[config.mk]
export PLATFORM = sky130hd
export DESIGN_NAME = track_pulse_timer_analog_detector
export DESIGN_NICKNAME = d
export VERILOG_FILES = /design/src/hw/rtl/tpad_pkg.sv /design/src/hw/rtl/tpad_regs.sv /design/src/hw/rtl/track_pulse_timer_analog_detector.sv
export VERILOG_INCLUDE_DIRS = /design/src /design/src/hw/rtl
export SDC_FILE = /design/constraint.sdc
export NUM_CORES = 1
export LEC_CHECK = 0
export BUFFER_PORTS_ARGS = -buffer_cell sky130_fd_sc_hd__buf_2
export CORE_MARGIN = 8
export CORE_UTILIZATION = 60
export DETAILED_ROUTE_END_ITERATION = 7
export PLACE_DENSITY_LB_ADDON = 0.1
export SLEW_MARGIN = 20
export SYNTH_ARGS = -nofsm -noshare
export SYNTH_HDL_FRONTEND = slang
export SYNTH_SLANG_ARGS = --single-unit
export TNS_END_PERCENT = 50
[constraint.sdc]
create_clock -name clk_i -period 12.68 [get_ports clk_i]
set_input_delay 3.804 -clock clk_i [delete_from_list [all_inputs] [get_ports clk_i]]
set_output_delay 3.804 -clock clk_i [all_outputs]
set_load 0.02 [all_outputs]
[src/hw/rtl/assert_macros.svh]
// ----------------------------------------------------------------------------
// assert_macros.svh
// assertion helpers shared by the tpad rtl, clocked on clk_i, off in reset
// ----------------------------------------------------------------------------
`ifndef ASSERT_MACROS_SVH
`define ASSERT_MACROS_SVH

// property holds at every edge
`define TPAD_ASSERT(lbl, prop, msg) \
  lbl: assert property (@(posedge clk_i) disable iff (!rst_ni) (prop)) else $error(msg);

// consequent holds in the cycle after the antecedent
`define TPAD_ASSERT_NEXT(lbl, ante, cons, msg) \
  lbl: assert property (@(posedge clk_i) disable iff (!rst_ni) (ante) |=> (cons)) else $error(msg);

`endif

[src/hw/rtl/tpad_pkg.sv]
// ----------------------------------------------------------------------------
// tpad_pkg
// shared types and constants of the track pulse timer and analog detector
// ----------------------------------------------------------------------------
`timescale 1ns / 1ps

package tpad_pkg;

  localparam int unsigned CFG_W    = 8;
  localparam int unsigned TICK_W   = 16;
  localparam int unsigned PADDR_W  = 4;
  localparam int unsigned PDATA_W  = 32;

  localparam logic [CFG_W-1:0] DETECT_COUNT_RST = 8'd8;
  localparam logic [CFG_W-1:0] VOTE_WINDOW_RST  = 8'h1F;
  localparam logic [CFG_W-1:0] FWD_MARGIN_RST   = 8'd13;
  localparam logic [CFG_W-1:0] BWD_MARGIN_RST   = 8'd9;

  localparam logic [CFG_W-1:0] BYTE_FULL = 8'hFF;
  localparam logic [CFG_W-1:0] BYTE_PRE_FULL = 8'hFE;

  typedef enum logic [1:0] {
    REG_DETECT_COUNT = 2'd0,
    REG_VOTE_WINDOW  = 2'd1,
    REG_FWD_MARGIN   = 2'd2,
    REG_BWD_MARGIN   = 2'd3
  } reg_idx_e;

  typedef enum logic [1:0] {
    DIR_NONE     = 2'd0,
    DIR_BACKWARD = 2'd1,
    DIR_FORWARD  = 2'd2
  } dir_e;

  typedef struct packed {
    logic [CFG_W-1:0] detect_count;
    logic [CFG_W-1:0] vote_window;
    logic [CFG_W-1:0] fwd_margin;
    logic [CFG_W-1:0] bwd_margin;
  } cfg_t;

endpackage

[src/hw/rtl/tpad_regs.sv]
// ----------------------------------------------------------------------------
// tpad_regs
// apb configuration registers: detect count, vote window and margins
// ----------------------------------------------------------------------------
`timescale 1ns / 1ps

module tpad_regs import tpad_pkg::*; (
  input  logic               clk_i,
  input  logic               rst_ni,
  input  logic               psel,
  input  logic               penable,
  input  logic               pwrite,
  input  logic [PADDR_W-1:0] paddr,
  input  logic [PDATA_W-1:0] pwdata,
  output logic [PDATA_W-1:0] prdata,
  output logic               pready,
  output cfg_t               cfg_o
);

  cfg_t     cfg_q, cfg_d;
  reg_idx_e idx;
  logic     wr_en;
  logic [CFG_W-1:0] rd_val;

  assign idx    = reg_idx_e'(paddr[3:2]);
  assign wr_en  = psel & penable & pwrite;
  assign pready = 1'b1;

  always_comb begin
    cfg_d = cfg_q;
    if (wr_en) begin
      unique case (idx)
        REG_DETECT_COUNT: cfg_d.detect_count = pwdata[CFG_W-1:0];
        REG_VOTE_WINDOW:  cfg_d.vote_window  = pwdata[CFG_W-1:0];
        REG_FWD_MARGIN:   cfg_d.fwd_margin   = pwdata[CFG_W-1:0];
        REG_BWD_MARGIN:   cfg_d.bwd_margin   = pwdata[CFG_W-1:0];
        default:          cfg_d = cfg_q;
      endcase
    end
  end

  always_comb begin
    unique case (idx)
      REG_DETECT_COUNT: rd_val = cfg_q.detect_count;
      REG_VOTE_WINDOW:  rd_val = cfg_q.vote_window;
      REG_FWD_MARGIN:   rd_val = cfg_q.fwd_margin;
      REG_BWD_MARGIN:   rd_val = cfg_q.bwd_margin;
      default:          rd_val = '0;
    endcase
  end

  assign prdata = {{(PDATA_W-CFG_W){1'b0}}, rd_val};

  always_ff @(posedge clk_i or negedge rst_ni) begin
    if (!rst_ni) begin
      cfg_q.detect_count <= DETECT_COUNT_RST;
      cfg_q.vote_window  <= VOTE_WINDOW_RST;
      cfg_q.fwd_margin   <= FWD_MARGIN_RST;
      cfg_q.bwd_margin   <= BWD_MARGIN_RST;
    end else begin
      cfg_q <= cfg_d;
    end
  end

  assign cfg_o = cfg_q;

endmodule

[src/hw/rtl/track_pulse_timer_analog_detector.sv]
// ----------------------------------------------------------------------------
// track_pulse_timer_analog_detector
// pulse width timer on the track pin with analog track and direction detect
// ----------------------------------------------------------------------------
// One input item per microsecond tick carries the pin level, comparator output
// and the sample, clear and take strobes. Every item gives exactly one result
// item: the taken pulse width, analog mode, pwm-seen flag and direction.
// Both channels use valid/stall; an item moves when valid is high and stall
// low. The block takes one item every clock cycle while in_stall_o is low;
// each item waits in the input register until the result register is free,
// then moves into the result register, which offers it. The state update
// of an item sits in the single logic stage between the two registers, so the
// next tick sees it at once.
// When the receiver stalls, the result register holds its item and the input
// register keeps one more; after that in_stall_o rises until the result moves.
// Reset clears the tick counter, held width, analog level, vote counters and
// direction, empties both registers and loads the register defaults (detect
// count 8, window 31, forward margin 13, backward margin 9). Registers are to
// be written over the apb port only while no item is in flight; not enforced.
// ----------------------------------------------------------------------------
`timescale 1ns / 1ps

module track_pulse_timer_analog_detector import tpad_pkg::*; (
  input  logic               clk_i,
  input  logic               rst_ni,
  input  logic               psel,
  input  logic               penable,
  input  logic               pwrite,
  input  logic [PADDR_W-1:0] paddr,
  input  logic [PDATA_W-1:0] pwdata,
  output logic [PDATA_W-1:0] prdata,
  output logic               pready,
  input  logic               in_valid_i,
  output logic               in_stall_o,
  input  logic               pin_level_i,
  input  logic               comparator_out_i,
  input  logic               sample_strobe_i,
  input  logic               clear_analog_i,
  input  logic               take_width_i,
  output logic               out_valid_o,
  input  logic               out_stall_i,
  output logic [TICK_W-1:0]  pulse_width_o,
  output logic               analog_mode_o,
  output logic               pwm_seen_o,
  output logic [1:0]         direction_o
);

  `include "assert_macros.svh"

  cfg_t cfg;

  tpad_regs u_regs (
    .clk_i   (clk_i),
    .rst_ni  (rst_ni),
    .psel    (psel),
    .penable (penable),
    .pwrite  (pwrite),
    .paddr   (paddr),
    .pwdata  (pwdata),
    .prdata  (prdata),
    .pready  (pready),
    .cfg_o   (cfg)
  );

  // handshake
  logic in_valid_q, in_valid_d;
  logic out_valid_q, out_valid_d;
  logic accept, advance, out_free;

  assign out_free   = !out_valid_q || !out_stall_i;
  assign advance    = in_valid_q && out_free;
  assign in_stall_o = in_valid_q && !out_free;
  assign accept     = in_valid_i && !in_stall_o;

  assign in_valid_d  = accept || (in_valid_q && !advance);
  assign out_valid_d = advance || (out_valid_q && out_stall_i);

  // input register
  logic pin_q, comp_q, sample_q, clr_q, take_q;

  // state
  logic              last_pin_q;
  logic [TICK_W-1:0] tick_q, tick_d;
  logic [TICK_W-1:0] held_q, held_d;
  logic [CFG_W-1:0]  level_q, level_d;
  logic              pwm_q, pwm_d;
  logic [CFG_W-1:0]  scount_q, scount_d;
  logic [CFG_W-1:0]  right_q, right_d;
  logic [CFG_W-1:0]  left_q, left_d;
  dir_e              dir_q, dir_d;

  // result register
  logic [TICK_W-1:0] width_q, width_d;
  logic              analog_q, analog_d;
  logic              pwm_out_q;
  dir_e              dir_out_q, dir_out_d;

  logic              analog_pre;
  logic [CFG_W-1:0]  level_clr;
  logic [TICK_W-1:0] tick_e, held_e;
  logic [CFG_W-1:0]  right_inc, left_inc, scount_inc;

  always_comb begin
    level_clr  = clr_q ? '0 : level_q;
    pwm_d      = clr_q ? 1'b0 : pwm_q;
    analog_pre = level_clr >= cfg.detect_count;
    tick_e     = tick_q;
    held_e     = held_q;

    // edge
    if (pin_q != last_pin_q) begin
      if (analog_pre) begin
        pwm_d = 1'b1;
      end else if (pin_q) begin
        tick_e = '0;
        held_e = '0;
      end else begin
        held_e = tick_q;
      end
    end

    // count
    tick_d  = tick_e + TICK_W'(1);
    level_d = level_clr;
    if (tick_e[7:0] == BYTE_FULL && tick_e[15:8] == BYTE_PRE_FULL &&
        level_clr < cfg.detect_count) begin
      level_d = level_clr + CFG_W'(1);
    end

    // sample
    scount_inc = scount_q + CFG_W'(1);
    right_inc  = right_q + CFG_W'(1);
    left_inc   = left_q + CFG_W'(1);
    scount_d   = scount_q;
    right_d    = right_q;
    left_d     = left_q;
    dir_d      = dir_q;
    if (sample_q) begin
      scount_d = scount_inc;
      if (pin_q && comp_q) begin
        right_d = right_inc;
      end else begin
        left_d = left_inc;
      end
      if (scount_inc >= cfg.vote_window) begin
        if (right_d > left_d) begin
          if (CFG_W'(right_d - left_d) > cfg.fwd_margin) begin
            dir_d = DIR_FORWARD;
          end
        end else begin
          if (CFG_W'(left_d - right_d) > cfg.bwd_margin) begin
            dir_d = DIR_BACKWARD;
          end
        end
        scount_d = '0;
        right_d  = '0;
        left_d   = '0;
      end
    end

    // take
    width_d = take_q ? held_e : '0;
    held_d  = take_q ? '0 : held_e;

    analog_d  = level_d >= cfg.detect_count;
    dir_out_d = analog_d ? dir_d : DIR_NONE;
  end

  always_ff @(posedge clk_i or negedge rst_ni) begin
    if (!rst_ni) begin
      in_valid_q  <= 1'b0;
      out_valid_q <= 1'b0;
      last_pin_q  <= 1'b0;
      tick_q      <= '0;
      held_q      <= '0;
      level_q     <= '0;
      pwm_q       <= 1'b0;
      scount_q    <= '0;
      right_q     <= '0;
      left_q      <= '0;
      dir_q       <= DIR_NONE;
    end else begin
      in_valid_q  <= in_valid_d;
      out_valid_q <= out_valid_d;
      if (advance) begin
        last_pin_q <= pin_q;
        tick_q     <= tick_d;
        held_q     <= held_d;
        level_q    <= level_d;
        pwm_q      <= pwm_d;
        scount_q   <= scount_d;
        right_q    <= right_d;
        left_q     <= left_d;
        dir_q      <= dir_d;
      end
    end
  end

  always_ff @(posedge clk_i) begin
    if (accept) begin
      pin_q    <= pin_level_i;
      comp_q   <= comparator_out_i;
      sample_q <= sample_strobe_i;
      clr_q    <= clear_analog_i;
      take_q   <= take_width_i;
    end
    if (advance) begin
      width_q   <= width_d;
      analog_q  <= analog_d;
      pwm_out_q <= pwm_d;
      dir_out_q <= dir_out_d;
    end
  end

  assign out_valid_o   = out_valid_q;
  assign pulse_width_o = width_q;
  assign analog_mode_o = analog_q;
  assign pwm_seen_o    = pwm_out_q;
  assign direction_o   = dir_out_q;

  `TPAD_ASSERT(a_dir_only_analog, (out_valid_o && !analog_mode_o) |-> (direction_o == DIR_NONE), "direction without analog mode")
  `TPAD_ASSERT(a_stall_when_full, (in_valid_q && out_valid_q && out_stall_i) |-> in_stall_o, "input not stalled with both registers full")
  `TPAD_ASSERT_NEXT(a_take_clears, (advance && take_q), (held_q == '0), "held width not cleared by take")
  `TPAD_ASSERT_NEXT(a_rise_restart, (advance && pin_q && !last_pin_q && !analog_pre), (tick_q == TICK_W'(1)), "rising edge did not restart counter")

endmodule

==> summary.md, run 1 <==
| Metric | Value |
|---|---|
| DRC Markers | `0` |
| Clk buf depth | `2` |
| Initial antenna violation count | `0` |
| Iter 0 DRT Violations | `566` |
| Ant. Diodes | `0` |
| Fin crit share | `68.0%` |
| Post-Synthesis Cells | `813` |
| Drt pass-1 iters | `7` |
| Die H | `132 µm` |
| Static leakage | `4.11 nW` |
| Syn avg cell area | `9.90 µm²` |
| RR Startpoint | `clr_q` |
| FP Rows | `42` |
| Pin count of the biggest net entering global routing | `85` |
| Vias in the first global route | `6370` |
| Starting Density | `61.0%` |
| Die area | `0.0174 mm²` |
| Worst hold path type | `reg -> reg` |
| Crit Path Class | `in -> out` |
| H-tree lvl count | `4` |
| Setup Buffers After CTS | `0` |
| Crit path capture | `prdata[5]` |
| Worst VDD drop | `0.127 mV` |
| Top-area cell type share of the netlist area | `28.3%` |
| TritonCTS clock tree | `yes` |
| CTS resizes | `0` |
| Clock slew at reported path FFs | `0.06 ns` |
| Commonest cells in the netlist | `dfrtp_1 (91), nand2_1 (71), o21ai_0 (64)` |
| Worst-margin pin slew | `0.950 ns` |
| # hold bufs at CTS | `0` |
| Register bit total from synthesis | `127` |
| Routed wire length per instance | `18.0 µm` |
| Final Power | `1.79 mW` |
| Pwr/cell area | `201 mW/mm²` |
| # clock sinks | `127` |
| Fraction of layout cells with a size suffix above 1 | `16.4%` |
| Yosys cell types | `73` |
| First-pass GRT wire length | `31.2 mm` |
| Vias/cell | `5.99` |
| Core ar. | `0.0132 mm²` |
| I/O pin count | `103` |
| Count leader, synth | `dfrtp_1` |
| Worst endpoint data arrival time | `4.81 ns` |
| Beginning of the critical path | `paddr[3]` |
| Die width | `132 µm` |
| Number of port buffers | `51` |
| Area growth from synthesis to layout | `10.7%` |
| Syn. warnings | `0` |
| Clock skew | `0.0130 ns` |
| Final ANT Viol Nets | `0` |
| Mapped Area | `0.00805 mm²` |
| Filler Cells Inserted | `1023` |
| Placer Congestion | `0.844` |
| Clock Latency Late Sink | `0.43 ns` |
| Final hold violations | `0` |
| Tot GR Track Use | `21.9%` |
| FF-to-FF End | `direction_o[0]` |
| Status | `completed` |
| Post-synth EDFFs | `25` |
| Final Non-Filler Cells | `1040` |
| Core Util, Final | `67.5%` |
| Number of max-cap violations | `0` |
| RSZ-0062 raised after global routing | `false` |
| Asr flop ratio synth | `80.3%` |
| CTS buffer count | `17` |
| Setup violations, final | `0` |
| Most used DFF post-synth | `dfrtp_1` |
| FMAX | `116 MHz` |
| CP Launch Type | `input pin` |
| Critical path endpoint category | `output pin` |
| Dpl hpwl | `13.5 mm` |
| Largest area contributor in the netlist | `dfrtp_1` |
| Root Buffer | `clkbuf_16` |
| Seq/Total Area, Yosys | `41.2%` |
| GRT overflow | `0` |
| Max-slew violation count | `0` |
| Worst Reg-to-Reg Cells | `21` |
| Crit path time final | `8.62 ns` |
| Final setup TNS | `0 ns` |
| Placed Cells | `1008` |
| Nets | `959` |
| R2R setup slack | `6.61 ns` |
| CP max FO | `12` |
| Top cells by area, synth | `dfrtp_1 (28%), edfxtp_1 (9.3%), ha_1 (9.0%), o21ai_0 (4.0%), dfstp_2 (3.6%)` |
| Final wirelength | `18.7 mm` |
| Via count | `6227` |
| Slew HR | `36.4%` |
| Worst Path Required | `8.88 ns` |
## placed cells by master (no fill, tap or decap), drive strengths merged, types with 12 or more instances in the layout
| master | n |
|---|---|
| a22oi | 17 |
| a22o | 28 |
| nand2 | 71 |
| and3 | 13 |
| o21ai | 65 |
| conb | 25 |
| nand3 | 23 |
| a21oi | 30 |
| nor2b | 19 |
| o31ai | 12 |
| ha | 58 |
| dfrtp | 91 |
| nor2 | 43 |
| xor2 | 16 |
| xnor2 | 19 |
| buf | 59 |
| edfxtp | 25 |
| inv | 60 |
| clkbuf | 18 |
| mux2 | 20 |
## how the worst min path moves through the flow
stage | start | to | slack [ns] | cells past startpoint
after floorplan | in_valid_q | out_valid_o | 0.44 | 1
after global placement | in_valid_q | out_valid_o | 0.45 | 1
after detailed placement | in_valid_q | out_valid_o | 0.47 | 1
after CTS | in_valid_q | out_valid_o | 0.48 | 1
after global routing | in_valid_q | out_valid_o | 0.51 | 1
final | in_valid_q | out_valid_o | 0.48 | 1
## critical path, cell delays in order
cell,delay [ns]
buf_2,0.28
mux4_2,0.55
buf_2,0.17
## per-layer routing
metal	up-vias	global-route usage (%)	part of all wire [%]
li1	2971	-	-
met1	3081	25.7	42
met2	150	38.3	52
met3	25	5.03	4.2
met4	0	8.62	1.8
met5	-	0	0
## area by class of cell
class	instances	area, µm²	area share (%)
multi-input cells	590	4250	47.7
clock buffers	18	429	4.82
well taps	176	220	2.47
repair buffers	59	322	3.61
inverters	56	210	2.36
clock inverters	14	156	1.76
flip-flops and latches	127	3320	37.2
## per-stage QoR
stage / cell area, µm² / setup slack, ns / hold slack, ns
after floorplan: 8130 / 3.99 / 0.440
after global placement: 8320 / 4.08 / 0.448
after detailed placement: 8320 / 4.06 / 0.467
after CTS: 8900 / 4.06 / 0.482
after global routing: 8910 / 4.01 / 0.512
final: 8910 / 4.06 / 0.482
## registers in the layout, summed over array words and instances (netlist names), 2 cells and up
name,cells
direction_o,2
dir_q,2
left_q,8
u_regs.cfg_o,32
tick_q,16
held_q,16
scount_q,8
right_q,8
pulse_width_o,16
level_q,8
## cell families after synthesis
kind of cell	after synthesis	synth area share, %
flops	127	41.2
other cells	2	0.0933
mux	32	5.54
xor+xnor	35	3.81
buf+inv	119	7.09
simple gates	229	14.9
compound gates	209	17.8
fa+ha+maj	60	9.52
## where the power goes
group	switching, mW	leakage (nW)	total [mW]	internal [mW]
logic	0.420	2.27	0.756	0.336
registers	0.0642	1.56	0.544	0.480
clock network	0.194	0.274	0.486	0.292
total	0.678	4.11	1.79	1.11
Power figures use the tool's default switching activity.
==> run 2: changes to the inputs <==
Settings changed: CORE_UTILIZATION 60 to 53.
Clock period 12.68 ns to 7.6 ns, I/O delays scaled along.
==> summary.md, run 2 (same netlist as run 1, synthesis figures left out) <==
| Metric | Value |
|---|---|
| Status | `completed` |
| CTS resizes | `0 (unchanged)` |
| Via count | `6198 (-0.47%)` |
| Final Non-Filler Cells | `1051 (+1.1%)` |
| Die width | `139 µm (+5.6%)` |
| Worst-margin pin slew | `0.952 ns (+0.00186 ns)` |
| Clock slew at reported path FFs | `0.06 ns (about the same)` |
| Fraction of layout cells with a size suffix above 1 | `16.2% (-0.21 points)` |
| Vias/cell | `5.90 (-1.5%)` |
| FMAX | `166 MHz` |
| Met2 wire length | `9.58 mm (-1.8%)` |
| H-tree lvl count | `4 (unchanged)` |
| R2R setup slack | `1.59 ns (-5.02 ns)` |
| Max-slew violation count | `0 (unchanged)` |
| Crit path buf inv count | `2 (unchanged)` |
| Slowest stage cell, crit path | `nor3b_4` |
| Final ANT Viol Nets | `0 (unchanged)` |
| Nets | `958 (-0.10%)` |
| Drt pass-1 iters | `5 (-2)` |
| Setup violations, final | `0 (unchanged)` |
| Static leakage | `4.10 nW (-0.37%)` |
| Worst endpoint data arrival time | `6.21 ns (+1.40 ns)` |
| Worst hold path type | `reg -> reg` |
| First-pass GRT wire length | `31.4 mm (+0.73%)` |
| Clock skew | `0.0131 ns (+0.000107 ns)` |
| Pwr/cell area | `330 mW/mm² (+65%)` |
| Ant. Diodes | `0 (unchanged)` |
| Crit Path Class | `reg -> reg` |
| Top Metal Used | `met4` |
| Max FFs per register | `32 (unchanged)` |
| Crit path time final | `6.01 ns` |
| CTS buffer count | `17 (unchanged)` |
| Iter 0 DRT Violations | `415 (-27%)` |
| Routed wire length per instance | `17.8 µm (-1.2%)` |
| CP Launch Type | `flip-flop` |
| Filler Cells Inserted | `1316 (+29%)` |
| Placed Cells | `1019 (+1.1%)` |
| # clock sinks | `127 (unchanged)` |
| Highest-count cells in the layout ignoring fill and taps | `dfrtp_1 (91), nand2_1 (71), o21ai_0 (64)` |
| Setup Buffers After CTS | `0 (unchanged)` |
| Fin crit share | `79.1%` |
| Initial antenna violation count | `0 (unchanged)` |
| Slew HR | `36.3% (-0.12 points)` |
| GRT overflow | `0 (unchanged)` |
| WL met3 | `763 µm (-3.7%)` |
| Final setup TNS | `0 ns (unchanged)` |
| Core ar. | `0.0150 mm² (+14%)` |
| Clk buf depth | `2 (unchanged)` |
| Most common cell after layout, fill and taps aside | `dfrtp_1` |
| Tot GR Track Use | `20.0% (-1.9 points)` |
| FP Rows | `45 (+7.1%)` |
| Delay-heaviest family, CP | `compound AO/OA/AOI/OAI gates` |
| Vias in the first global route | `6189 (-2.8%)` |
| I/O pin count | `103 (unchanged)` |
| Final hold violations | `0 (unchanged)` |
| # hold bufs at CTS | `0 (unchanged)` |
| Clock Latency Late Sink | `0.42 ns (about the same)` |
| RSZ-0062 raised after global routing | `false` |
| Number of port buffers | `51 (unchanged)` |
| DRC Markers | `0 (unchanged)` |
| TritonCTS clock tree | `yes` |
| Root Buffer | `clkbuf_16` |
| Die area | `0.0194 mm² (+12%)` |
| Worst path cell trace | `inv_1 > nand2_1 > inv_1 > ha_1 > nand2_1 > o21ai_0 > a2111oi_4 > nor2b_1 > ha_1 > and4_4 > nand4b_2 > nor4b_4 > nor3b_4 > mux2_1 > ha_1 > a211oi_1 > o31a_1 > o21ai_0 > o21ai_0 > a221oi_1` |
| CP peak stage delay | `0.64 ns (+0.09 ns)` |
| Placer Congestion | `0.840 (-0.53%)` |
| Worst VDD drop | `0.195 mV (+53%)` |
| Critical path endpoint category | `flip-flop` |
| Area growth from synthesis to layout | `10.2%` |
| Metal1 wirelength | `8.02 mm (+2.6%)` |
| Number of max-cap violations | `0 (unchanged)` |
| Die H | `139 µm (+5.6%)` |
| Starting Density | `53.5% (-7.5 points)` |
| Worst Path Required | `7.81 ns (-1.07 ns)` |
| Dpl hpwl | `13.7 mm (+2.1%)` |
| CP max FO | `16 (+4)` |
| Final wirelength | `18.7 mm (-0.17%)` |
| Pin count of the biggest net entering global routing | `53 (-38%)` |
==> run 2: layout make-up <==
cell class	count	area, µm²	share of cell area (%)
Clock inverter	14	108	1.21
Timing Repair Buffer	58	310	3.50
Tap cell	188	235	2.65
Clock buffer	18	429	4.84
Inverter	56	210	2.37
Sequential cell	127	3320	37.4
Multi-Input combinational cell	590	4250	48.0
==> run 2: stage by stage <==
step / utilization, % / setup WS, ns / power [mW] / hold slack (ns) / area (µm²)
floorplan: - / 1.96 / 1.86 / 0.440 / 8130
global placement: 55.4 / 1.74 / 2.11 / 0.451 / 8320
detailed placement: 55.4 / 1.63 / 2.18 / 0.470 / 8320
CTS: 58.9 / 1.58 / 2.94 / 0.483 / 8860
global route: 59.0 / 1.03 / 3.15 / 0.510 / 8860
finish: 59.0 / 1.59 / 2.92 / 0.479 / 8860
==> run 2: power breakdown <==
group	internal [mW]	switching, mW	total (mW)
registers	0.801	0.103	0.903
clock network	0.422	0.327	0.749
logic	0.560	0.712	1.27
total	1.78	1.14	2.92
==> run 2: per-layer routing <==
metal | up-vias | global-route usage [%]
met2 | 144 | 34.6
met3 | 25 | 4.44
met1 | 3049 | 24.2
met5 | - | 0
li1 | 2980 | -
met4 | 0 | 6.64
==> run 2: final timing paths <==
check	start	endpoint	cells after the start
max	clr_q	direction_o[0]	20
min	in_valid_q	out_valid_o	1
max reg2reg	clr_q	direction_o[0]	20
min reg2reg	in_valid_q	out_valid_o	1
max in group asynchronous	rst_ni	left_q[2]	2
min in group asynchronous	rst_ni	u_regs.cfg_o[28]	1
